$ cat src/rtl/assert_macros.svh
`ifndef ASSERT_MACROS_SVH
`define ASSERT_MACROS_SVH

// Check that the consequent holds in the same cycle as the antecedent.
`define ASSERT_IMP(lbl, clk, rst, ante, cons, msg) \
   lbl: assert property (@(posedge clk) disable iff (rst) (ante) |-> (cons)) \
      else $error(msg);

// Check that the consequent holds in the cycle after the antecedent.
`define ASSERT_NEXT(lbl, clk, rst, ante, cons, msg) \
   lbl: assert property (@(posedge clk) disable iff (rst) (ante) |=> (cons)) \
      else $error(msg);

`endif

$ cat src/rtl/lbe_pkg.sv
`default_nettype none

package lbe_pkg;

   localparam int BPM_LOW  = 1;
   localparam int BPM_HIGH = 30;

   localparam int NOW_W       = 32;
   localparam int LVL_W       = 16;
   localparam int RPT_W       = 10;
   localparam int BPM_W       = 5;
   localparam int UNIT_W      = 4;
   localparam int DEPTH_W     = 16;
   localparam int FLOOR_W     = 7;
   localparam int CSR_DATA_W  = 16;
   localparam int CSR_INDEX_W = 3;

   localparam int PHASE_W  = 16;   // phase numerator, below 60000
   localparam int P_W      = 22;   // phase times total units
   localparam int NUM_W    = 20;   // span-relative position
   localparam int DEN_W    = 20;   // span length on the 60000 scale
   localparam int RECIP_W  = 25;
   localparam int Q17_W    = 17;   // value on a scale where 65536 is 1.0
   localparam int BASE_W   = 11;

   localparam int PHASE_STAGES = 7;
   localparam int DIV_STAGES   = 4;
   localparam int SHAPE_STAGES = 4;
   localparam int STAGES       = PHASE_STAGES + DIV_STAGES + SHAPE_STAGES + 1;

   localparam logic [15:0] PHASE_DEN = 16'd60000;
   // floor(2^47 / 60000): quotient estimate of a 32-bit word, low by at most one
   localparam logic [31:0] PHASE_RECIP_WIDE  = 32'd2345624805;
   localparam int          PHASE_SHIFT_WIDE  = 47;
   // floor(2^32 / 60000) for the narrow second reduction
   localparam logic [16:0] PHASE_RECIP_NARROW = 17'd71582;
   localparam int          PHASE_SHIFT_NARROW = 32;
   localparam int          SPAN_SHIFT         = 24;

   localparam logic [Q17_W-1:0] ONE_Q16   = 17'h10000;
   localparam logic [17:0]      SMOOTH_K3 = 18'd196608;

   localparam logic [LVL_W-1:0] BREATH_OFF = 16'h8000;
   localparam logic [LVL_W-1:0] LEVEL_MAX  = 16'hFFFF;
   localparam int               REPAINT_CAP = 66;
   localparam int               REPAINT_OFF = 1000;

   typedef struct packed {
      logic                 enable;
      logic [BPM_W-1:0]     bpm;
      logic [DEPTH_W-1:0]   depth;
      logic [UNIT_W-1:0]    inhale;
      logic [UNIT_W-1:0]    hold;
      logic [UNIT_W-1:0]    exhale;
      logic [FLOOR_W-1:0]   floor_ms;
   } cfg_type;

   localparam cfg_type CFG_RESET = '{
      enable:   1'b1,
      bpm:      5'd3,
      depth:    16'd32768,
      inhale:   4'd5,
      hold:     4'd6,
      exhale:   4'd7,
      floor_ms: 7'd16
   };

   typedef enum logic [2:0] {
      SPAN_INHALE = 3'b001,
      SPAN_FULL   = 3'b010,
      SPAN_EXHALE = 3'b100
   } span_type;

   typedef enum logic [CSR_INDEX_W-1:0] {
      CSR_ENABLE = 3'd0,
      CSR_BPM    = 3'd1,
      CSR_DEPTH  = 3'd2,
      CSR_INHALE = 3'd3,
      CSR_HOLD   = 3'd4,
      CSR_EXHALE = 3'd5,
      CSR_FLOOR  = 3'd6
   } csr_index_type;

   function automatic logic [BPM_W-1:0] bound_rate(input logic [BPM_W-1:0] v);
      logic [BPM_W-1:0] r;
      if (v < BPM_W'(BPM_LOW)) begin
         r = BPM_W'(BPM_LOW);
      end else if (v > BPM_W'(BPM_HIGH)) begin
         r = BPM_W'(BPM_HIGH);
      end else begin
         r = v;
      end
      return r;
   endfunction

   function automatic logic [DEN_W-1:0] span_den(input logic [UNIT_W-1:0] unit);
      return DEN_W'(unit) * DEN_W'(PHASE_DEN);
   endfunction

   // floor(2^40 / (unit * 60000))
   function automatic logic [RECIP_W-1:0] span_recip(input logic [UNIT_W-1:0] unit);
      logic [RECIP_W-1:0] r;
      case (unit)
         4'd1:    r = 25'd18325193;
         4'd2:    r = 25'd9162596;
         4'd3:    r = 25'd6108397;
         4'd4:    r = 25'd4581298;
         4'd5:    r = 25'd3665038;
         4'd6:    r = 25'd3054198;
         4'd7:    r = 25'd2617884;
         4'd8:    r = 25'd2290649;
         4'd9:    r = 25'd2036132;
         4'd10:   r = 25'd1832519;
         4'd11:   r = 25'd1665926;
         4'd12:   r = 25'd1527099;
         4'd13:   r = 25'd1409630;
         4'd14:   r = 25'd1308942;
         4'd15:   r = 25'd1221679;
         default: r = '0;
      endcase
      return r;
   endfunction

   // floor(floor(60000 / bpm) / 56), with a zero rate read as one
   function automatic logic [BASE_W-1:0] repaint_base(input logic [BPM_W-1:0] bpm);
      logic [BASE_W-1:0] r;
      case (bpm)
         5'd0:    r = 11'd1071;
         5'd1:    r = 11'd1071;
         5'd2:    r = 11'd535;
         5'd3:    r = 11'd357;
         5'd4:    r = 11'd267;
         5'd5:    r = 11'd214;
         5'd6:    r = 11'd178;
         5'd7:    r = 11'd153;
         5'd8:    r = 11'd133;
         5'd9:    r = 11'd119;
         5'd10:   r = 11'd107;
         5'd11:   r = 11'd97;
         5'd12:   r = 11'd89;
         5'd13:   r = 11'd82;
         5'd14:   r = 11'd76;
         5'd15:   r = 11'd71;
         5'd16:   r = 11'd66;
         5'd17:   r = 11'd63;
         5'd18:   r = 11'd59;
         5'd19:   r = 11'd56;
         5'd20:   r = 11'd53;
         5'd21:   r = 11'd51;
         5'd22:   r = 11'd48;
         5'd23:   r = 11'd46;
         5'd24:   r = 11'd44;
         5'd25:   r = 11'd42;
         5'd26:   r = 11'd41;
         5'd27:   r = 11'd39;
         5'd28:   r = 11'd38;
         5'd29:   r = 11'd36;
         5'd30:   r = 11'd35;
         5'd31:   r = 11'd34;
         default: r = 11'd1071;
      endcase
      return r;
   endfunction

endpackage

`default_nettype wire

$ cat src/rtl/lbe_shape.sv
`default_nettype none

module lbe_shape (
   input  logic                               clock,
   input  logic [lbe_pkg::SHAPE_STAGES-1:0]   load,
   input  lbe_pkg::span_type                  span,
   input  logic [lbe_pkg::LVL_W-1:0]          t_q16,
   input  logic [lbe_pkg::DEPTH_W-1:0]        depth,
   output logic [lbe_pkg::Q17_W-1:0]          level,
   output logic [lbe_pkg::Q17_W-1:0]          drop
);
   import lbe_pkg::*;

   localparam int SQ_W = 2 * LVL_W;
   localparam int SP_W = SQ_W + 18;
   localparam int DP_W = DEPTH_W + Q17_W;

   logic [SQ_W-1:0]     l_sq_in, l_sq_ff;
   logic [17:0]         l_k_in, l_k_ff;
   span_type            l_span_ff;

   logic [SP_W-1:0]     m_prod;
   logic [Q17_W-1:0]    m_s_in, m_s_ff;
   span_type            m_span_ff;

   logic [Q17_W-1:0]    n_level_in, n_level_ff;

   logic [Q17_W-1:0]    o_rise;
   logic [DP_W-1:0]     o_prod;
   logic [Q17_W-1:0]    o_drop_in, o_drop_ff;
   logic [Q17_W-1:0]    o_level_ff;

   // smoothstep t*t*(3 - 2t)
   assign l_sq_in = SQ_W'(t_q16) * SQ_W'(t_q16);
   assign l_k_in  = SMOOTH_K3 - {1'b0, t_q16, 1'b0};

   assign m_prod = SP_W'(l_sq_ff) * SP_W'(l_k_ff);
   assign m_s_in = m_prod[SQ_W +: Q17_W];

   always_comb begin
      case (m_span_ff)
         SPAN_INHALE: n_level_in = m_s_ff;
         SPAN_FULL:   n_level_in = ONE_Q16;
         SPAN_EXHALE: n_level_in = (m_s_ff >= ONE_Q16) ? '0 : ONE_Q16 - m_s_ff;
         default:     n_level_in = ONE_Q16;
      endcase
   end

   assign o_rise    = ONE_Q16 - n_level_ff;
   assign o_prod    = DP_W'(depth) * DP_W'(o_rise);
   assign o_drop_in = o_prod[LVL_W +: Q17_W];

   always_ff @(posedge clock) begin
      if (load[0]) begin
         l_sq_ff   <= l_sq_in;
         l_k_ff    <= l_k_in;
         l_span_ff <= span;
      end
      if (load[1]) begin
         m_s_ff    <= m_s_in;
         m_span_ff <= l_span_ff;
      end
      if (load[2]) begin
         n_level_ff <= n_level_in;
      end
      if (load[3]) begin
         o_drop_ff  <= o_drop_in;
         o_level_ff <= n_level_ff;
      end
   end

   assign level = o_level_ff;
   assign drop  = o_drop_ff;

endmodule

`default_nettype wire

$ cat config.mk
export PLATFORM = sky130hd
export DESIGN_NAME = lbe_shape
export DESIGN_NICKNAME = d
export VERILOG_FILES = /design/src/rtl/assert_macros.svh /design/src/rtl/lbe_pkg.sv /design/src/rtl/lbe_shape.sv
export SDC_FILE = /design/constraint.sdc
export NUM_CORES = 2
export LEC_CHECK = 0
export BUFFER_PORTS_ARGS = -buffer_cell sky130_fd_sc_hd__buf_2
export CELL_PAD_IN_SITES_DETAIL_PLACEMENT = 0
export CELL_PAD_IN_SITES_GLOBAL_PLACEMENT = 1
export CORE_MARGIN = 5
export CORE_UTILIZATION = 53
export CTS_CLUSTER_SIZE = 28
export DETAILED_ROUTE_END_ITERATION = 6
export PLACE_DENSITY = 0.87
export SYNTH_ARGS = -nofsm -noshare
export SYNTH_HDL_FRONTEND = slang
export SYNTH_SLANG_ARGS = --single-unit
$ cat constraint.sdc
create_clock -name clock -period 9.7 [get_ports clock]
set_input_delay 1.94 -clock clock [delete_from_list [all_inputs] [get_ports clock]]
set_output_delay 1.94 -clock clock [all_outputs]
set_load 0.1 [all_outputs]
==> results.sh <==
export IMPL_status="completed"
export IMPL_place_congestion=0.863
export IMPL_path_clk_slew_ns=0.07
export IMPL_start_util_pct=53.1
export IMPL_grt_use_met1_pct=31.6
export IMPL_ys_top_cells_by_area="fa_1 (44%), ha_1 (12%), inv_1 (10%)"
export IMPL_cp_arrival_ns=8.40
export IMPL_dr_pass1_iters=5
export IMPL_required_ns=9.91
export IMPL_busiest_layer="met2"
export IMPL_clk_path_buf_depth=2
export IMPL_drv_cap=0
export IMPL_num_io_pins=74
export IMPL_crit_slowest_cell="xnor2_1"
export IMPL_synth_seq_cells=121
export IMPL_crit_start="n_level_ff[0]"
export IMPL_cts_root_buf="clkbuf_16"
export IMPL_hp_class="reg2reg"
export IMPL_tightestPinTransition_ns=1.25
export IMPL_ant_nets=0
export IMPL_grtUsageMet3_pct=3.79
export IMPL_drc_errors=0
export IMPL_syn_avg_cell_area_um2=9.33
export IMPL_syn2layout_area_growth_pct=4.86
export IMPL_grt_pass1_wl_mm=143
export IMPL_dp_hpwl_mm=67.6
export IMPL_reg2reg_from="n_level_ff[0]"
export IMPL_cp_slowest_stage_delay_ns=0.67
export IMPL_die_h_um=274
export IMPL_ys_seq_area_share_pct=9.81
export IMPL_grt_use_total_pct=23.7
export IMPL_setup_violations=0
export IMPL_port_buffers=73
export IMPL_die_w_um=274
export IMPL_antenna_cells=0
export IMPL_grt_pass1_vias=28200
export IMPL_syn_inst=3967
export IMPL_slew_headroom_pct=16.4
export IMPL_drive_gt1_share_pct=3.92
export IMPL_crit_path_frequent_cell="fa_1"
export IMPL_grt_met2_usage_pct=40.3
export IMPL_hold_viol_final=0
export IMPL_cts_setup_buffers=0
export IMPL_clock_latency_ns=0.47
export IMPL_post_route_min_period_ns=8.18
export IMPL_cts_num_sinks=121
export IMPL_numCtsBuffers=17
export IMPL_endpoint_kind="flop"
export IMPL_cts_hold_buf=0
export IMPL_vias_per_cell=5.24
export IMPL_dr_total_vias=25600
export IMPL_antenna_found_initial=0
export IMPL_worst_r2r_cell_count=26
export IMPL_cts_htree_levels=4
export IMPL_finalMaxSlewViolations=0
export IMPL_rsz0062_at_grt="no"
export IMPL_netlist_area_um2=37000
export IMPL_core_area_um2=69700
export IMPL_fin_crit_sh_pct=84.4
export IMPL_setup_tns_ns=0
export IMPL_cp_endpoint="drop[12]"
export IMPL_cts_tree="built"
export IMPL_drt_iter0_drc=1419
export IMPL_start_kind="flop"
export IMPL_synth_top_area_cell="fa_1"
export IMPL_r2r_setup_slack_ns=1.52
export IMPL_critical_path_class="reg2reg"
export IMPL_synth_commonest_cells="inv_1 (1006), fa_1 (810), nand2_1 (522), and2_1 (416), ha_1 (358)"
export IMPL_ys_flop_type="edfxtp_1"
export IMPL_post_place_ws_ns=1.37
export IMPL_yosysMostFrequentCell="inv_1"
export IMPL_fin_nets=5148
export IMPL_die_area_um2=75200
export IMPL_finClkSkew_ns=0.0207
export IMPL_r2r_end="drop[12]"
export IMPL_ctsResizeCount=0
export IMPL_row_count=97
export IMPL_synthesis_yosys_warnings=0
export IMPL_cp_max_fo=19
export IMPL_async_flop_share_pct=0
export IMPL_synth_edff_count=121
export IMPL_finalWorstSetupSlack_ns=1.52
export IMPL_yosysTopAreaCellShare_pct=43.8
export IMPL_synth_distinct_cells=70
export IMPL_grt_max_degree=51
export IMPL_wl_per_cell_um=17.1
export IMPL_routed_wl_mm=83.9
export IMPL_max_freq_mhz=122
export IMPL_gr_total_overflow=0
[logic make-up after synthesis]
group           share of synthesized area [%]
mux                                    0.0575
other cells                            0.0203
xor+xnor                                 2.37
fa+ha+maj                                55.9
simple gates                             15.3
flops                                    9.81
compound gates                           4.65
buf+inv                                  11.8
[critical path: cells and delay by family, from the launching register on]
family / cells / cell delay [ns]
buffers and inverters: 6 / 0.87
DFF: 1 / 0.32
adders and majority gates: 8 / 3.66
xor gates and xnor gates: 2 / 0.82
AOI/OAI and AO/OA: 5 / 1.69
and+or+nand+nor: 5 / 0.55
[registers in the layout, indices dropped and copies added (netlist names)]
name / cells
drop: 17
l_k_ff: 16
l_span_ff: 3
l_sq_ff: 31
level: 17
m_s_ff: 17
m_span_ff: 3
n_level_ff: 17
[cell usage in the layout (no fill, tap or decap), types with 9 or more instances in the layout]
cell and n:
nand2b_1 11, buf_4 30, xor2_1 29, o211ai_1 11
and2_1 416, inv_1 1006, buf_2 73, o21ai_0 40
clkbuf_16 17, xnor2_1 68, a21oi_1 70, a21o_1 56
nand4_1 15, edfxtp_1 121, nand2_1 522, nor3_1 28
o21a_1 9, nor2_1 73, fa_1 810, ha_1 358
o31ai_1 9, nand3_1 28
[worst min path at each step]
stage / endpoint / slack, ns / from / cells past startpoint
after floorplan: m_span_ff[0] / 0.40 / l_span_ff[0] / 0
after global placement: m_span_ff[1] / 0.40 / l_span_ff[1] / 0
after detailed placement: m_span_ff[2] / 0.41 / l_span_ff[2] / 0
after CTS: m_span_ff[2] / 0.43 / l_span_ff[2] / 0
after global routing: m_span_ff[2] / 0.44 / l_span_ff[2] / 0
final: m_span_ff[2] / 0.43 / l_span_ff[2] / 0
[metrics by stage]
stage,cells,hold slack [ns],util [%],area [um^2]
2_1_floorplan,3973,0.400,-,37000
3_3_place_gp,4861,0.402,54.9,38200
6_report,4893,0.425,55.7,38800
3_5_place_dp,4861,0.408,54.9,38200
5_1_grt,4893,0.440,55.7,38800
4_1_cts,4893,0.428,55.7,38800
[metal layers]
| metal | up-vias | part of all wire, % |
|---|---|---|
| li1 | 11700 | - |
| met1 | 13100 | 43 |
| met2 | 673 | 49 |
| met3 | 127 | 5.5 |
| met4 | 0 | 3.0 |
| met5 | - | 0 |
[layout make-up]
cell class / instances / area [um^2]
fillers: 6345 / 30800
well taps: 940 / 1180
multi-input cells: 2687 / 29000
inverters: 1010 / 3790
flip-flops and latches: 121 / 3630
repair buffers: 103 / 591
clock buffers: 17 / 425
clock inverters: 15 / 156
Power is left out: the tool's default activity adds up to more than one toggle a clock period on the data nets, which glitch-free logic cannot reach.
