**src/rtl/assert_macros.svh**
```systemverilog
`ifndef ASSERT_MACROS_SVH
`define ASSERT_MACROS_SVH

// Check that the consequent holds in the same cycle as the antecedent.
`define ASSERT_IMP(lbl, clk, rst, ante, cons, msg) \
   lbl: assert property (@(posedge clk) disable iff (rst) (ante) |-> (cons)) \
      else $error(msg);

// Check that the consequent holds in the cycle after the antecedent.
`define ASSERT_NEXT(lbl, clk, rst, ante, cons, msg) \
   lbl: assert property (@(posedge clk) disable iff (rst) (ante) |=> (cons)) \
      else $error(msg);

`endif

```
**src/rtl/lbe_pkg.sv**
```systemverilog
`default_nettype none

package lbe_pkg;

   localparam int BPM_LOW  = 1;
   localparam int BPM_HIGH = 30;

   localparam int NOW_W       = 32;
   localparam int LVL_W       = 16;
   localparam int RPT_W       = 10;
   localparam int BPM_W       = 5;
   localparam int UNIT_W      = 4;
   localparam int DEPTH_W     = 16;
   localparam int FLOOR_W     = 7;
   localparam int CSR_DATA_W  = 16;
   localparam int CSR_INDEX_W = 3;

   localparam int PHASE_W  = 16;   // phase numerator, below 60000
   localparam int P_W      = 22;   // phase times total units
   localparam int NUM_W    = 20;   // span-relative position
   localparam int DEN_W    = 20;   // span length on the 60000 scale
   localparam int RECIP_W  = 25;
   localparam int Q17_W    = 17;   // value on a scale where 65536 is 1.0
   localparam int BASE_W   = 11;

   localparam int PHASE_STAGES = 7;
   localparam int DIV_STAGES   = 4;
   localparam int SHAPE_STAGES = 4;
   localparam int STAGES       = PHASE_STAGES + DIV_STAGES + SHAPE_STAGES + 1;

   localparam logic [15:0] PHASE_DEN = 16'd60000;
   // floor(2^47 / 60000): quotient estimate of a 32-bit word, low by at most one
   localparam logic [31:0] PHASE_RECIP_WIDE  = 32'd2345624805;
   localparam int          PHASE_SHIFT_WIDE  = 47;
   // floor(2^32 / 60000) for the narrow second reduction
   localparam logic [16:0] PHASE_RECIP_NARROW = 17'd71582;
   localparam int          PHASE_SHIFT_NARROW = 32;
   localparam int          SPAN_SHIFT         = 24;

   localparam logic [Q17_W-1:0] ONE_Q16   = 17'h10000;
   localparam logic [17:0]      SMOOTH_K3 = 18'd196608;

   localparam logic [LVL_W-1:0] BREATH_OFF = 16'h8000;
   localparam logic [LVL_W-1:0] LEVEL_MAX  = 16'hFFFF;
   localparam int               REPAINT_CAP = 66;
   localparam int               REPAINT_OFF = 1000;

   typedef struct packed {
      logic                 enable;
      logic [BPM_W-1:0]     bpm;
      logic [DEPTH_W-1:0]   depth;
      logic [UNIT_W-1:0]    inhale;
      logic [UNIT_W-1:0]    hold;
      logic [UNIT_W-1:0]    exhale;
      logic [FLOOR_W-1:0]   floor_ms;
   } cfg_type;

   localparam cfg_type CFG_RESET = '{
      enable:   1'b1,
      bpm:      5'd3,
      depth:    16'd32768,
      inhale:   4'd5,
      hold:     4'd6,
      exhale:   4'd7,
      floor_ms: 7'd16
   };

   typedef enum logic [2:0] {
      SPAN_INHALE = 3'b001,
      SPAN_FULL   = 3'b010,
      SPAN_EXHALE = 3'b100
   } span_type;

   typedef enum logic [CSR_INDEX_W-1:0] {
      CSR_ENABLE = 3'd0,
      CSR_BPM    = 3'd1,
      CSR_DEPTH  = 3'd2,
      CSR_INHALE = 3'd3,
      CSR_HOLD   = 3'd4,
      CSR_EXHALE = 3'd5,
      CSR_FLOOR  = 3'd6
   } csr_index_type;

   function automatic logic [BPM_W-1:0] bound_rate(input logic [BPM_W-1:0] v);
      logic [BPM_W-1:0] r;
      if (v < BPM_W'(BPM_LOW)) begin
         r = BPM_W'(BPM_LOW);
      end else if (v > BPM_W'(BPM_HIGH)) begin
         r = BPM_W'(BPM_HIGH);
      end else begin
         r = v;
      end
      return r;
   endfunction

   function automatic logic [DEN_W-1:0] span_den(input logic [UNIT_W-1:0] unit);
      return DEN_W'(unit) * DEN_W'(PHASE_DEN);
   endfunction

   // floor(2^40 / (unit * 60000))
   function automatic logic [RECIP_W-1:0] span_recip(input logic [UNIT_W-1:0] unit);
      logic [RECIP_W-1:0] r;
      case (unit)
         4'd1:    r = 25'd18325193;
         4'd2:    r = 25'd9162596;
         4'd3:    r = 25'd6108397;
         4'd4:    r = 25'd4581298;
         4'd5:    r = 25'd3665038;
         4'd6:    r = 25'd3054198;
         4'd7:    r = 25'd2617884;
         4'd8:    r = 25'd2290649;
         4'd9:    r = 25'd2036132;
         4'd10:   r = 25'd1832519;
         4'd11:   r = 25'd1665926;
         4'd12:   r = 25'd1527099;
         4'd13:   r = 25'd1409630;
         4'd14:   r = 25'd1308942;
         4'd15:   r = 25'd1221679;
         default: r = '0;
      endcase
      return r;
   endfunction

   // floor(floor(60000 / bpm) / 56), with a zero rate read as one
   function automatic logic [BASE_W-1:0] repaint_base(input logic [BPM_W-1:0] bpm);
      logic [BASE_W-1:0] r;
      case (bpm)
         5'd0:    r = 11'd1071;
         5'd1:    r = 11'd1071;
         5'd2:    r = 11'd535;
         5'd3:    r = 11'd357;
         5'd4:    r = 11'd267;
         5'd5:    r = 11'd214;
         5'd6:    r = 11'd178;
         5'd7:    r = 11'd153;
         5'd8:    r = 11'd133;
         5'd9:    r = 11'd119;
         5'd10:   r = 11'd107;
         5'd11:   r = 11'd97;
         5'd12:   r = 11'd89;
         5'd13:   r = 11'd82;
         5'd14:   r = 11'd76;
         5'd15:   r = 11'd71;
         5'd16:   r = 11'd66;
         5'd17:   r = 11'd63;
         5'd18:   r = 11'd59;
         5'd19:   r = 11'd56;
         5'd20:   r = 11'd53;
         5'd21:   r = 11'd51;
         5'd22:   r = 11'd48;
         5'd23:   r = 11'd46;
         5'd24:   r = 11'd44;
         5'd25:   r = 11'd42;
         5'd26:   r = 11'd41;
         5'd27:   r = 11'd39;
         5'd28:   r = 11'd38;
         5'd29:   r = 11'd36;
         5'd30:   r = 11'd35;
         5'd31:   r = 11'd34;
         default: r = 11'd1071;
      endcase
      return r;
   endfunction

endpackage

`default_nettype wire

```
**src/rtl/lbe_phase.sv**
```systemverilog
`default_nettype none

module lbe_phase (
   input  logic                               clock,
   input  logic [lbe_pkg::PHASE_STAGES-1:0]   load,
   input  logic [lbe_pkg::NOW_W-1:0]          now_ms,
   input  lbe_pkg::cfg_type                   cfg,
   output logic [lbe_pkg::P_W-1:0]            pos
);
   import lbe_pkg::*;

   localparam int QUO_W = 17;
   localparam int Y_W   = 21;
   localparam int YQ_W  = 5;

   logic [63:0]          a_prod;
   logic [NOW_W-1:0]     a_now_in, a_now_ff;
   logic [QUO_W-1:0]     a_quo_in, a_quo_ff;
   logic [NOW_W-1:0]     b_now_in, b_now_ff;
   logic [NOW_W-1:0]     b_sub_in, b_sub_ff;
   logic [Q17_W-1:0]     c_diff;
   logic [PHASE_W-1:0]   c_rem_in, c_rem_ff;
   logic [Y_W-1:0]       d_y_in, d_y_ff;
   logic [36:0]          e_prod;
   logic [YQ_W-1:0]      e_quo_in, e_quo_ff;
   logic [Y_W-1:0]       e_y_in, e_y_ff;
   logic [Y_W-1:0]       f_sub;
   logic [Q17_W-1:0]     f_diff;
   logic [PHASE_W-1:0]   f_m_in, f_m_ff;
   logic [5:0]           g_total;
   logic [P_W-1:0]       g_pos_in, g_pos_ff;

   // now mod 60000 by reciprocal estimate and one correction
   assign a_prod   = 64'(now_ms) * 64'(PHASE_RECIP_WIDE);
   assign a_now_in = now_ms;
   assign a_quo_in = a_prod[PHASE_SHIFT_WIDE +: QUO_W];

   assign b_now_in = a_now_ff;
   assign b_sub_in = {15'd0, a_quo_ff} * {16'd0, PHASE_DEN};

   assign c_diff   = Q17_W'(b_now_ff - b_sub_ff);
   assign c_rem_in = (c_diff >= Q17_W'(PHASE_DEN)) ? PHASE_W'(c_diff - Q17_W'(PHASE_DEN))
                                                   : c_diff[PHASE_W-1:0];

   assign d_y_in = {5'd0, c_rem_ff} * {16'd0, cfg.bpm};

   // second reduction of the rate-scaled remainder
   assign e_prod   = {16'd0, d_y_ff} * {20'd0, PHASE_RECIP_NARROW};
   assign e_quo_in = e_prod[PHASE_SHIFT_NARROW +: YQ_W];
   assign e_y_in   = d_y_ff;

   assign f_sub  = {16'd0, e_quo_ff} * {5'd0, PHASE_DEN};
   assign f_diff = Q17_W'(e_y_ff - f_sub);
   assign f_m_in = (f_diff >= Q17_W'(PHASE_DEN)) ? PHASE_W'(f_diff - Q17_W'(PHASE_DEN))
                                                 : f_diff[PHASE_W-1:0];

   assign g_total  = {2'd0, cfg.inhale} + {2'd0, cfg.hold} + {2'd0, cfg.exhale};
   assign g_pos_in = {6'd0, f_m_ff} * {16'd0, g_total};

   always_ff @(posedge clock) begin
      if (load[0]) begin
         a_now_ff <= a_now_in;
         a_quo_ff <= a_quo_in;
      end
      if (load[1]) begin
         b_now_ff <= b_now_in;
         b_sub_ff <= b_sub_in;
      end
      if (load[2]) begin
         c_rem_ff <= c_rem_in;
      end
      if (load[3]) begin
         d_y_ff <= d_y_in;
      end
      if (load[4]) begin
         e_quo_ff <= e_quo_in;
         e_y_ff   <= e_y_in;
      end
      if (load[5]) begin
         f_m_ff <= f_m_in;
      end
      if (load[6]) begin
         g_pos_ff <= g_pos_in;
      end
   end

   assign pos = g_pos_ff;

endmodule

`default_nettype wire

```
**config.mk**
```make
export PLATFORM = sky130hd
export DESIGN_NAME = lbe_phase
export DESIGN_NICKNAME = d
export VERILOG_FILES = /design/src/rtl/assert_macros.svh /design/src/rtl/lbe_pkg.sv /design/src/rtl/lbe_phase.sv
export SDC_FILE = /design/constraint.sdc
export NUM_CORES = 2
export LEC_CHECK = 0
export BUFFER_PORTS_ARGS = -buffer_cell sky130_fd_sc_hd__buf_4
export CAP_MARGIN = 40
export CORE_AREA = 4 4 346 263
export CTS_BUF_LIST = sky130_fd_sc_hd__clkbuf_16
export DETAILED_ROUTE_END_ITERATION = 10
export DIE_AREA = 0 0 350 267
export PLACE_DENSITY = 0.53
export SETUP_SLACK_MARGIN = 0.02
export SLEW_MARGIN = 30
export SYNTH_ARGS = -nofsm -noshare
export SYNTH_HDL_FRONTEND = slang
export SYNTH_SLANG_ARGS = --single-unit
```
**constraint.sdc**
```tcl
create_clock -name clock -period 8.6 [get_ports clock]
set_input_delay 0.86 -clock clock [delete_from_list [all_inputs] [get_ports clock]]
set_output_delay 0.86 -clock clock [all_outputs]
set_load 0.1 [all_outputs]
```
==> qor.yml <==
crit_chain: "buf_4 > fa_1 > ha_1 > fa_1 > inv_1 > fa_1 > fa_1 > inv_1 > fa_1 > fa_1 > ha_1 > ha_1 > a21o_1 > a21o_1 > a21oi_1 > and3_1 > a21oi_1 > nor4_1 > nor3_1 > o41ai_1 > xnor2_1"
final_max_slew_viol_count: 0
cts.repair.resized: 0
endpoint_kind: "register"
synth_nets: 4376
fin_tns_setup_ps: 0
fin_crit_ps: 7490
yosysSeqAreaShare_pct: 14.1
syn_inst: 3041
numCtsBuffers: 17
max-cap-violations: 0
met1_usage_pct: 27.7
dieArea_sq_um: 93500
cts_post_setup_buffers_inserted: 0
clk_latency_ps: 460
grt_pass1_vias: 22300
post_layout_nonfiller_instances: 4301
port_buffers: 78
io_pins: 103
start_kind: "input pin"
synth.top_cell.area_share_pct: 38.6
status: "completed"
dr.pass1.iters: 5
die_y_um: 267
cts_hold_buffers: 0
relSlewSlack_pct: 47.3
rsz0062_at_grt: "false"
max_stage_delay_ps: 780
regToRegStartpoint: "d_y_ff[8]"
hold_path.class: "register to register"
wl_per_cell_um: 18.1
synth_seq_cells: 155
final_cell_mix: "836 x inv_1, 638 x fa_1, 616 x ha_1"
synthTopCellsByArea: "fa_1 39%, ha_1 23%, edfxtp_1 14%"
drtAntennaViolNets: 0
timing.fmax_ghz: 0.134
fin_hold_ws_ps: 421
grtUsageMet2_pct: 25.4
yosys.area.top_type: "fa_1"
antennaDiodeCount: 0
yosys_warnings: 0
setup_ws_ps: 1110
htree_levels: 4
synth_area_sq_um: 33000
layout_commonest_cell: "inv_1"
critPathKind: "input pin to register"
num_vias: 20200
globalRoute.totalOverflow: 0
cts_max_path_buffers: 2
n_fill_cell: 8560
busiest_layer: "met1"
dp_hpwl_mm: 67.8
required_ps: 8790
std_cell_rows: 94
grt_use_met3_pct: 4.84
worst_pin_slew_ps: 789
routed_via_density: 4.70
die_x_um: 350
core-area_sq_um: 87400
cp_common_cell: "fa_1"
multi_input_area_sq_um: 25200
synth_cell_types: 60
seqCellArea_sq_um: 4650
cts-root-buf: "clkbuf_16"
crit_start: "now_ms[17]"
gp_congestion: 0.865
async_flop_share_pct: 0
cts.sinks: 155
drive_gt1_share_pct: 4.38
wirelength_mm: 77.7
synth_area_per_cell_sq_um: 10.9
finalHoldViolations: 0
dp_slack_ps: 654
tritoncts: "yes"
grt_usage_pct: 17.9
grt_max_degree: 30
finalCritPeriodShare_pct: 87.1
start_util_pct: 37.8
synth_edf_count: 155
slowest_stage: "fa_1"
syn_to_final_growth_pct: 7.94
ys.flop_type: "edfxtp_1"
final_nets: 4471
path_max_fanout: 10
critPathArrivalTime_ps: 7680
min_from: "a_now_ff[3]"
grt_pass1_wl_mm: 128
dp_cells: 4269
drc: 0
setup_violations: 0
path_clk_slew_ps: 70
antenna_found_initial: 1
skew_ps: 12.8
drt_iter0_drc: 956
registers in the layout, indices dropped and copies added (netlist names):
name and flops:
a_now_ff 17, a_quo_ff 12, b_now_ff 17, b_sub_ff 12
c_rem_ff 16, d_y_ff 21, e_quo_ff 5, e_y_ff 17
f_m_ff 16, pos 22
worst max-delay path: cells and delay by family:
family	cells	cell delay, ps
xor gates and xnor gates	1	120
AOI/OAI and AO/OA	5	1350
buffers and inverters	3	300
and+or+nand+nor	3	660
adders and majority gates	9	4390
stage by stage:
step	area [sq um]	util [%]
3_3_place_gp	35100	40.2
2_1_floorplan	33000	-
3_5_place_dp	35100	40.2
6_report	35700	40.8
4_1_cts	35700	40.8
5_1_grt	35700	40.8
layer usage:
| layer | up-vias | routed length (um) |
|---|---|---|
| met5 | - | 10 |
| met4 | 2 | 766 |
| met3 | 56 | 5250 |
| met2 | 396 | 31300 |
| met1 | 9995 | 40300 |
| li1 | 9765 | - |
logic make-up after synthesis:
kind of cell	after synthesis	synth area share, %
adder cells (fa/ha/maj)	1254	62.0
buffers and inverters	848	9.63
AND/OR/NAND/NOR	390	5.61
AO/OA/AOI/OAI	271	5.43
flip-flops	155	14.1
XOR/XNOR	121	3.21
multiplexers	2	0.0681
path summary, 6_finish.rpt:
path	to	slack, ps	cells after the start
setup / recovery	a_quo_ff[11]	1110	21
setup reg to reg	e_quo_ff[3]	2350	21
hold reg to reg	b_now_ff[3]	420	0
hold / removal	b_now_ff[3]	420	0
synth_stat cells (all sizes together), types with 4 or more instances:
cell type and n:
clkbuf 13, nor3 27, inv 835, a41oi 4, o211ai 10, nor2b 12
or3 4, and2 55, o41ai 5, xnor2 89, and3 16, or2 4
o21ai 44, o21a 17, a21oi 85, nand2 163, nand2b 10, ha 616
a31o 4, nor4 6, nand3 21, xor2 32, a21boi 7, a211oi 4
nand4 4, o31ai 7, a211o 4, a21o 42, o21bai 11, nor2 57
a31oi 6, fa 638, a2111oi 4, edfxtp 155
layout make-up:
| type | instances | share of cell area (%) |
|---|---|---|
| multi-input combinational | 2038 | 70.7 |
| inverter | 835 | 8.79 |
| tap | 1152 | 4.04 |
| sequential | 155 | 13.0 |
| clock buffer | 17 | 1.19 |
| clock inverter | 15 | 0.389 |
| timing repair buffer | 89 | 1.87 |
Power is not shown: default switching activity piles up to over one toggle a cycle in this logic, so the estimate is an artifact.
