## src/rtl/assert_macros.svh

```systemverilog
`ifndef ASSERT_MACROS_SVH
`define ASSERT_MACROS_SVH

// Check that the consequent holds in the same cycle as the antecedent.
`define ASSERT_IMP(lbl, clk, rst, ante, cons, msg) \
   lbl: assert property (@(posedge clk) disable iff (rst) (ante) |-> (cons)) \
      else $error(msg);

// Check that the consequent holds in the cycle after the antecedent.
`define ASSERT_NEXT(lbl, clk, rst, ante, cons, msg) \
   lbl: assert property (@(posedge clk) disable iff (rst) (ante) |=> (cons)) \
      else $error(msg);

`endif

```

## src/rtl/lbe_pkg.sv

```systemverilog
`default_nettype none

package lbe_pkg;

   localparam int BPM_LOW  = 1;
   localparam int BPM_HIGH = 30;

   localparam int NOW_W       = 32;
   localparam int LVL_W       = 16;
   localparam int RPT_W       = 10;
   localparam int BPM_W       = 5;
   localparam int UNIT_W      = 4;
   localparam int DEPTH_W     = 16;
   localparam int FLOOR_W     = 7;
   localparam int CSR_DATA_W  = 16;
   localparam int CSR_INDEX_W = 3;

   localparam int PHASE_W  = 16;   // phase numerator, below 60000
   localparam int P_W      = 22;   // phase times total units
   localparam int NUM_W    = 20;   // span-relative position
   localparam int DEN_W    = 20;   // span length on the 60000 scale
   localparam int RECIP_W  = 25;
   localparam int Q17_W    = 17;   // value on a scale where 65536 is 1.0
   localparam int BASE_W   = 11;

   localparam int PHASE_STAGES = 7;
   localparam int DIV_STAGES   = 4;
   localparam int SHAPE_STAGES = 4;
   localparam int STAGES       = PHASE_STAGES + DIV_STAGES + SHAPE_STAGES + 1;

   localparam logic [15:0] PHASE_DEN = 16'd60000;
   // floor(2^47 / 60000): quotient estimate of a 32-bit word, low by at most one
   localparam logic [31:0] PHASE_RECIP_WIDE  = 32'd2345624805;
   localparam int          PHASE_SHIFT_WIDE  = 47;
   // floor(2^32 / 60000) for the narrow second reduction
   localparam logic [16:0] PHASE_RECIP_NARROW = 17'd71582;
   localparam int          PHASE_SHIFT_NARROW = 32;
   localparam int          SPAN_SHIFT         = 24;

   localparam logic [Q17_W-1:0] ONE_Q16   = 17'h10000;
   localparam logic [17:0]      SMOOTH_K3 = 18'd196608;

   localparam logic [LVL_W-1:0] BREATH_OFF = 16'h8000;
   localparam logic [LVL_W-1:0] LEVEL_MAX  = 16'hFFFF;
   localparam int               REPAINT_CAP = 66;
   localparam int               REPAINT_OFF = 1000;

   typedef struct packed {
      logic                 enable;
      logic [BPM_W-1:0]     bpm;
      logic [DEPTH_W-1:0]   depth;
      logic [UNIT_W-1:0]    inhale;
      logic [UNIT_W-1:0]    hold;
      logic [UNIT_W-1:0]    exhale;
      logic [FLOOR_W-1:0]   floor_ms;
   } cfg_type;

   localparam cfg_type CFG_RESET = '{
      enable:   1'b1,
      bpm:      5'd3,
      depth:    16'd32768,
      inhale:   4'd5,
      hold:     4'd6,
      exhale:   4'd7,
      floor_ms: 7'd16
   };

   typedef enum logic [2:0] {
      SPAN_INHALE = 3'b001,
      SPAN_FULL   = 3'b010,
      SPAN_EXHALE = 3'b100
   } span_type;

   typedef enum logic [CSR_INDEX_W-1:0] {
      CSR_ENABLE = 3'd0,
      CSR_BPM    = 3'd1,
      CSR_DEPTH  = 3'd2,
      CSR_INHALE = 3'd3,
      CSR_HOLD   = 3'd4,
      CSR_EXHALE = 3'd5,
      CSR_FLOOR  = 3'd6
   } csr_index_type;

   function automatic logic [BPM_W-1:0] bound_rate(input logic [BPM_W-1:0] v);
      logic [BPM_W-1:0] r;
      if (v < BPM_W'(BPM_LOW)) begin
         r = BPM_W'(BPM_LOW);
      end else if (v > BPM_W'(BPM_HIGH)) begin
         r = BPM_W'(BPM_HIGH);
      end else begin
         r = v;
      end
      return r;
   endfunction

   function automatic logic [DEN_W-1:0] span_den(input logic [UNIT_W-1:0] unit);
      return DEN_W'(unit) * DEN_W'(PHASE_DEN);
   endfunction

   // floor(2^40 / (unit * 60000))
   function automatic logic [RECIP_W-1:0] span_recip(input logic [UNIT_W-1:0] unit);
      logic [RECIP_W-1:0] r;
      case (unit)
         4'd1:    r = 25'd18325193;
         4'd2:    r = 25'd9162596;
         4'd3:    r = 25'd6108397;
         4'd4:    r = 25'd4581298;
         4'd5:    r = 25'd3665038;
         4'd6:    r = 25'd3054198;
         4'd7:    r = 25'd2617884;
         4'd8:    r = 25'd2290649;
         4'd9:    r = 25'd2036132;
         4'd10:   r = 25'd1832519;
         4'd11:   r = 25'd1665926;
         4'd12:   r = 25'd1527099;
         4'd13:   r = 25'd1409630;
         4'd14:   r = 25'd1308942;
         4'd15:   r = 25'd1221679;
         default: r = '0;
      endcase
      return r;
   endfunction

   // floor(floor(60000 / bpm) / 56), with a zero rate read as one
   function automatic logic [BASE_W-1:0] repaint_base(input logic [BPM_W-1:0] bpm);
      logic [BASE_W-1:0] r;
      case (bpm)
         5'd0:    r = 11'd1071;
         5'd1:    r = 11'd1071;
         5'd2:    r = 11'd535;
         5'd3:    r = 11'd357;
         5'd4:    r = 11'd267;
         5'd5:    r = 11'd214;
         5'd6:    r = 11'd178;
         5'd7:    r = 11'd153;
         5'd8:    r = 11'd133;
         5'd9:    r = 11'd119;
         5'd10:   r = 11'd107;
         5'd11:   r = 11'd97;
         5'd12:   r = 11'd89;
         5'd13:   r = 11'd82;
         5'd14:   r = 11'd76;
         5'd15:   r = 11'd71;
         5'd16:   r = 11'd66;
         5'd17:   r = 11'd63;
         5'd18:   r = 11'd59;
         5'd19:   r = 11'd56;
         5'd20:   r = 11'd53;
         5'd21:   r = 11'd51;
         5'd22:   r = 11'd48;
         5'd23:   r = 11'd46;
         5'd24:   r = 11'd44;
         5'd25:   r = 11'd42;
         5'd26:   r = 11'd41;
         5'd27:   r = 11'd39;
         5'd28:   r = 11'd38;
         5'd29:   r = 11'd36;
         5'd30:   r = 11'd35;
         5'd31:   r = 11'd34;
         default: r = 11'd1071;
      endcase
      return r;
   endfunction

endpackage

`default_nettype wire

```

## src/rtl/lbe_span_div.sv

```systemverilog
`default_nettype none

module lbe_span_div (
   input  logic                             clock,
   input  logic [lbe_pkg::DIV_STAGES-1:0]   load,
   input  logic [lbe_pkg::P_W-1:0]          pos,
   input  lbe_pkg::cfg_type                 cfg,
   output lbe_pkg::span_type                span,
   output logic [lbe_pkg::LVL_W-1:0]        t_q16
);
   import lbe_pkg::*;

   localparam int IP_W  = NUM_W + RECIP_W;
   localparam int CHK_W = NUM_W + LVL_W;

   logic [DEN_W-1:0]    h_in_end;
   logic [DEN_W:0]      h_hold_end;
   span_type            h_span_in, h_span_ff;
   logic [NUM_W-1:0]    h_num_in, h_num_ff;
   logic [UNIT_W-1:0]   h_unit_in, h_unit_ff;

   logic [IP_W-1:0]     i_prod;
   logic [LVL_W-1:0]    i_est_in, i_est_ff;
   span_type            i_span_ff;
   logic [NUM_W-1:0]    i_num_ff;
   logic [UNIT_W-1:0]   i_unit_ff;

   logic [CHK_W-1:0]    j_chk_in, j_chk_ff;
   logic [LVL_W-1:0]    j_est_ff;
   span_type            j_span_ff;
   logic [NUM_W-1:0]    j_num_ff;
   logic [UNIT_W-1:0]   j_unit_ff;

   logic [CHK_W-1:0]    k_rem;
   logic [LVL_W-1:0]    k_t_in, k_t_ff;
   span_type            k_span_ff;

   assign h_in_end   = span_den(cfg.inhale);
   assign h_hold_end = {1'b0, span_den(cfg.inhale)} + {1'b0, span_den(cfg.hold)};

   // pick the span and the position inside it
   always_comb begin
      if (pos < P_W'(h_in_end)) begin
         h_span_in = SPAN_INHALE;
         h_num_in  = NUM_W'(pos);
         h_unit_in = cfg.inhale;
      end else if ((pos < P_W'(h_hold_end)) || (cfg.exhale == '0)) begin
         h_span_in = SPAN_FULL;
         h_num_in  = '0;
         h_unit_in = '0;
      end else begin
         h_span_in = SPAN_EXHALE;
         h_num_in  = NUM_W'(pos - P_W'(h_hold_end));
         h_unit_in = cfg.exhale;
      end
   end

   // quotient estimate, low by at most one
   assign i_prod   = IP_W'(h_num_ff) * IP_W'(span_recip(h_unit_ff));
   assign i_est_in = i_prod[SPAN_SHIFT +: LVL_W];

   assign j_chk_in = CHK_W'(i_est_ff) * CHK_W'(span_den(i_unit_ff));

   assign k_rem  = {j_num_ff, {LVL_W{1'b0}}} - j_chk_ff;
   assign k_t_in = (k_rem >= CHK_W'(span_den(j_unit_ff))) ? j_est_ff + LVL_W'(1) : j_est_ff;

   always_ff @(posedge clock) begin
      if (load[0]) begin
         h_span_ff <= h_span_in;
         h_num_ff  <= h_num_in;
         h_unit_ff <= h_unit_in;
      end
      if (load[1]) begin
         i_est_ff  <= i_est_in;
         i_span_ff <= h_span_ff;
         i_num_ff  <= h_num_ff;
         i_unit_ff <= h_unit_ff;
      end
      if (load[2]) begin
         j_chk_ff  <= j_chk_in;
         j_est_ff  <= i_est_ff;
         j_span_ff <= i_span_ff;
         j_num_ff  <= i_num_ff;
         j_unit_ff <= i_unit_ff;
      end
      if (load[3]) begin
         k_t_ff    <= k_t_in;
         k_span_ff <= j_span_ff;
      end
   end

   assign span  = k_span_ff;
   assign t_q16 = k_t_ff;

endmodule

`default_nettype wire

```

## config.mk

```make
export PLATFORM = sky130hd
export DESIGN_NAME = lbe_span_div
export DESIGN_NICKNAME = d
export VERILOG_FILES = /design/src/rtl/assert_macros.svh /design/src/rtl/lbe_pkg.sv /design/src/rtl/lbe_span_div.sv
export SDC_FILE = /design/constraint.sdc
export NUM_CORES = 2
export LEC_CHECK = 0
export BUFFER_PORTS_ARGS = -buffer_cell sky130_fd_sc_hd__buf_2
export CAP_MARGIN = 25
export CORE_ASPECT_RATIO = 1.75
export CORE_MARGIN = 10
export CORE_UTILIZATION = 29
export DETAILED_ROUTE_END_ITERATION = 12
export PLACE_DENSITY = 0.46
export REMOVE_ABC_BUFFERS = 1
export SYNTH_ARGS = -nofsm -noshare
export SYNTH_HDL_FRONTEND = slang
export SYNTH_SLANG_ARGS = --single-unit
```

## constraint.sdc

```tcl
create_clock -name clock -period 25.9 [get_ports clock]
set_clock_uncertainty 0.15 [all_clocks]
set_input_delay 5.18 -clock clock [delete_from_list [all_inputs] [get_ports clock]]
set_output_delay 5.18 -clock clock [all_outputs]
set_load 0.03 [all_outputs]
```

==> metrics.md <==
| Metric | Value |
|---|---|
| Synth Warn # | `0` |
| Worst reg2reg path startpoint | `i_unit_ff[3]$_DFFE_PP_` |
| Final period utilization | `45.2%` |
| Max stage delay on crit path | `between 0.9 and 1 ns` |
| Number of flops mapped to enable cells by yosys | `around 160` |
| Pins over their slew limit | `0` |
| Synthesized area | `around 35000 µm²` |
| Distinct cells, synth | `83` |
| Die Wd | `approximately 280 µm` |
| CTS Hold Bufs | `0` |
| Via/cell ratio | `about 4.7` |
| Maximum root-to-sink buffer count | `2` |
| Worst hold path cell count | `0` |
| Setup TNS Final | `0 ns` |
| Initial antenna violation count | `7` |
| Vias | `around 24k` |
| Antenna Violating Nets Remaining | `0` |
| GRT Total Usage | `between 10 and 15%` |
| Die H | `477 µm` |
| Primary FF master, synth | `edfxtp_1` |
| Critical Path AT | `roughly 12 ns` |
| HP Class | `register to register` |
| Grt met3 use | `around 1.6%` |
| First-pass GRT wire length | `around 150 mm` |
| Number of max-cap violations | `0` |
| Rows | `between 150 and 200` |
| Port Buf Inserts | `57` |
| Sequential fraction of the synthesis area | `between 10% and 20%` |
| Clk pin slew, worst setup/hold paths | `approximately 0.080 ns` |
| Top cell family by delay on the critical path | `compound AO/OA/AOI/OAI gates` |
| Status | `finished clean` |
| IO Count | `slightly below 90` |
| Final Hold Fails | `0` |
| Post_cts resized | `0` |
| Setup CP Type | `primary input to register` |
| Area Overhead vs Synth | `8.16%` |
| Startpoint types | `primary input` |
| First DRT Iteration DRCs | `~890` |
| Met1 Resource Use GR | `roughly 15%` |
| Worst Setup SP | `cfg[17]` |
| DP HPWL | `74.5 mm` |
| Setup Buffers After CTS | `0` |
| Grt ovf | `0` |
| Final setup viols | `0` |
| Num Clock Sinks | `between 150 and 200` |
| GR peak layer | `met2` |
| CP endpoint kind | `register` |
| Cts bufs inserted | `17` |
| R2R cell count | `32` |
| Die area | `134000 µm²` |
| Hold endpoint | `j_num_ff[13]$_DFFE_PP_` |
| Measured slew at the worst slew-check pin | `1.04 ns` |
| Clock Root Buffer | `clkbuf_16` |
| GP Congestion | `~0.83` |
| Syn Area/Cell | `9.60 µm²` |
| Post-layout min period | `11.71 ns` |
| CTS tree | `yes` |
| R2R Setup Slk | `around 17 ns` |
| Share of synthesized flip-flops with an asynchronous set or reset | `0%` |
| Fill count | `12.3k` |
| Number of global-route vias before repair | `about 27k` |
| Fraction of final layout cells sized beyond drive strength 1 | `5.13%` |
| Routed wire length | `around 95 mm` |
| Hold Crit Start | `i_num_ff[13]$_DFFE_PP_` |
| Rel. slew slack | `roughly 31%` |
| Slowest CP cell | `a41oi_1` |
| Fmax | `approximately 0.085 GHz` |
| H-tree levels | `4` |
| Top cell by count, worst path | `ha_1` |
| Worst path bufs/invs | `5` |
| Core ar. | `118000 µm²` |
| Nets | `between 4k and 5k` |
| Met2 Use GR | `approximately 29%` |
| Most frequent cells in the layout | `inv_1, fa_1, nand2_1` |
| Most common cell after layout, fill and taps aside | `inv_1` |
| Clock Latency Late Sink | `between 0.4 and 0.5 ns` |
| Unrepaired setup endpoints after global routing | `no` |
| Critical R2R Capture | `j_chk_ff[35]$_DFFE_PP_` |
| Yosys reg bits | `about 190` |
| Final routed DRC violation total | `0` |
| First-pass DRT Iterations | `5` |
| Post-Synthesis Cells | `about 3.6k` |
| CP required | `26.13 ns` |
| Starting Density | `29.3%` |
| Largest net degree at the start of global routing | `66` |
| DR WL/cell | `about 18 µm` |
| Crit-path max FO | `13` |
==> logic make-up after synthesis <==
kind of cell | Yosys count | share of synthesized area, %
AND/OR/NAND/NOR | 1048 | 14.9
buffers and inverters | 851 | 9.24
XOR/XNOR | 154 | 3.89
AO/OA/AOI/OAI | 351 | 6.90
adder cells (fa/ha/maj) | 991 | 48.7
flip-flops | 188 | 15.6
multiplexers | 29 | 0.852
==> final cells by class <==
class,instances,area [µm²],share of cell area [%]
multi-input cells,2573,26100,69.6
flip-flops and latches,188,5400,14.4
inverters,708,2660,7.09
well taps,1521,1900,5.07
repair buffers,122,828,2.21
clock buffers,17,425,1.13
clock inverters,15,175,0.467
diodes,2,5.00,0.0133
==> per-layer routing <==
metal / routed length (µm) / share of wire [%] / vias up
met2: 54400 / 57 / 338
li1: - / - / 11300
met4: 3310 / 3.5 / 6
met1: 34900 / 37 / 12600
met5: 41 / 0.043 / -
met3: 2330 / 2.5 / 153
==> cell usage after synthesis (all sizes together) (9+ instances only) <==
master / n / area [µm²]
or3: 11 / 68.8
a21o: 37 / 278
mux2i: 25 / 250
nor2: 69 / 259
a21oi: 89 / 449
ha: 394 / 4930
and3: 14 / 87.6
edfxtp: 163 / 4890
o21a: 19 / 143
xor2: 55 / 482
nand3: 34 / 180
clkbuf: 134 / 503
o31ai: 15 / 113
nor2b: 16 / 100
and2: 309 / 1930
inv: 708 / 2660
nand4: 19 / 134
nand2: 504 / 1890
nand2b: 13 / 81.3
fa: 597 / 12000
o21ai: 51 / 255
o21bai: 20 / 150
dfxtp: 25 / 500
nor3: 24 / 120
xnor2: 99 / 867
a31oi: 16 / 100
buf: 9 / 43.8
==> worst max-delay path by stage <==
stage / end / slack (ns) / depth (start not counted)
after floorplan: register / 14.96 / 27
after global placement: register / 13.59 / 31
after detailed placement: register / 13.58 / 31
after CTS: register / 14.13 / 25
after global routing: register / 13.62 / 25
final: register / 14.19 / 31
==> metrics by stage <==
| stage | hold slack (ns) | util (%) | instances | cell area, µm² | setup WS, ns |
|---|---|---|---|---|---|
| 6_report | 0.263 | 31.7 | 5146 | 37500 | 14.19 |
| 5_1_grt | 0.272 | 31.6 | 5144 | 37500 | 13.62 |
| 4_1_cts | 0.263 | 31.6 | 5143 | 37500 | 14.13 |
| 3_5_place_dp | 0.255 | 31.1 | 5111 | 36900 | 13.58 |
| 3_3_place_gp | 0.250 | 31.1 | 5109 | 36800 | 13.59 |
| 2_1_floorplan | 0.250 | - | 3469 | 34100 | 14.96 |
Power is not shown: default switching activity piles up to over one toggle a cycle in this logic, so the estimate is an artifact.
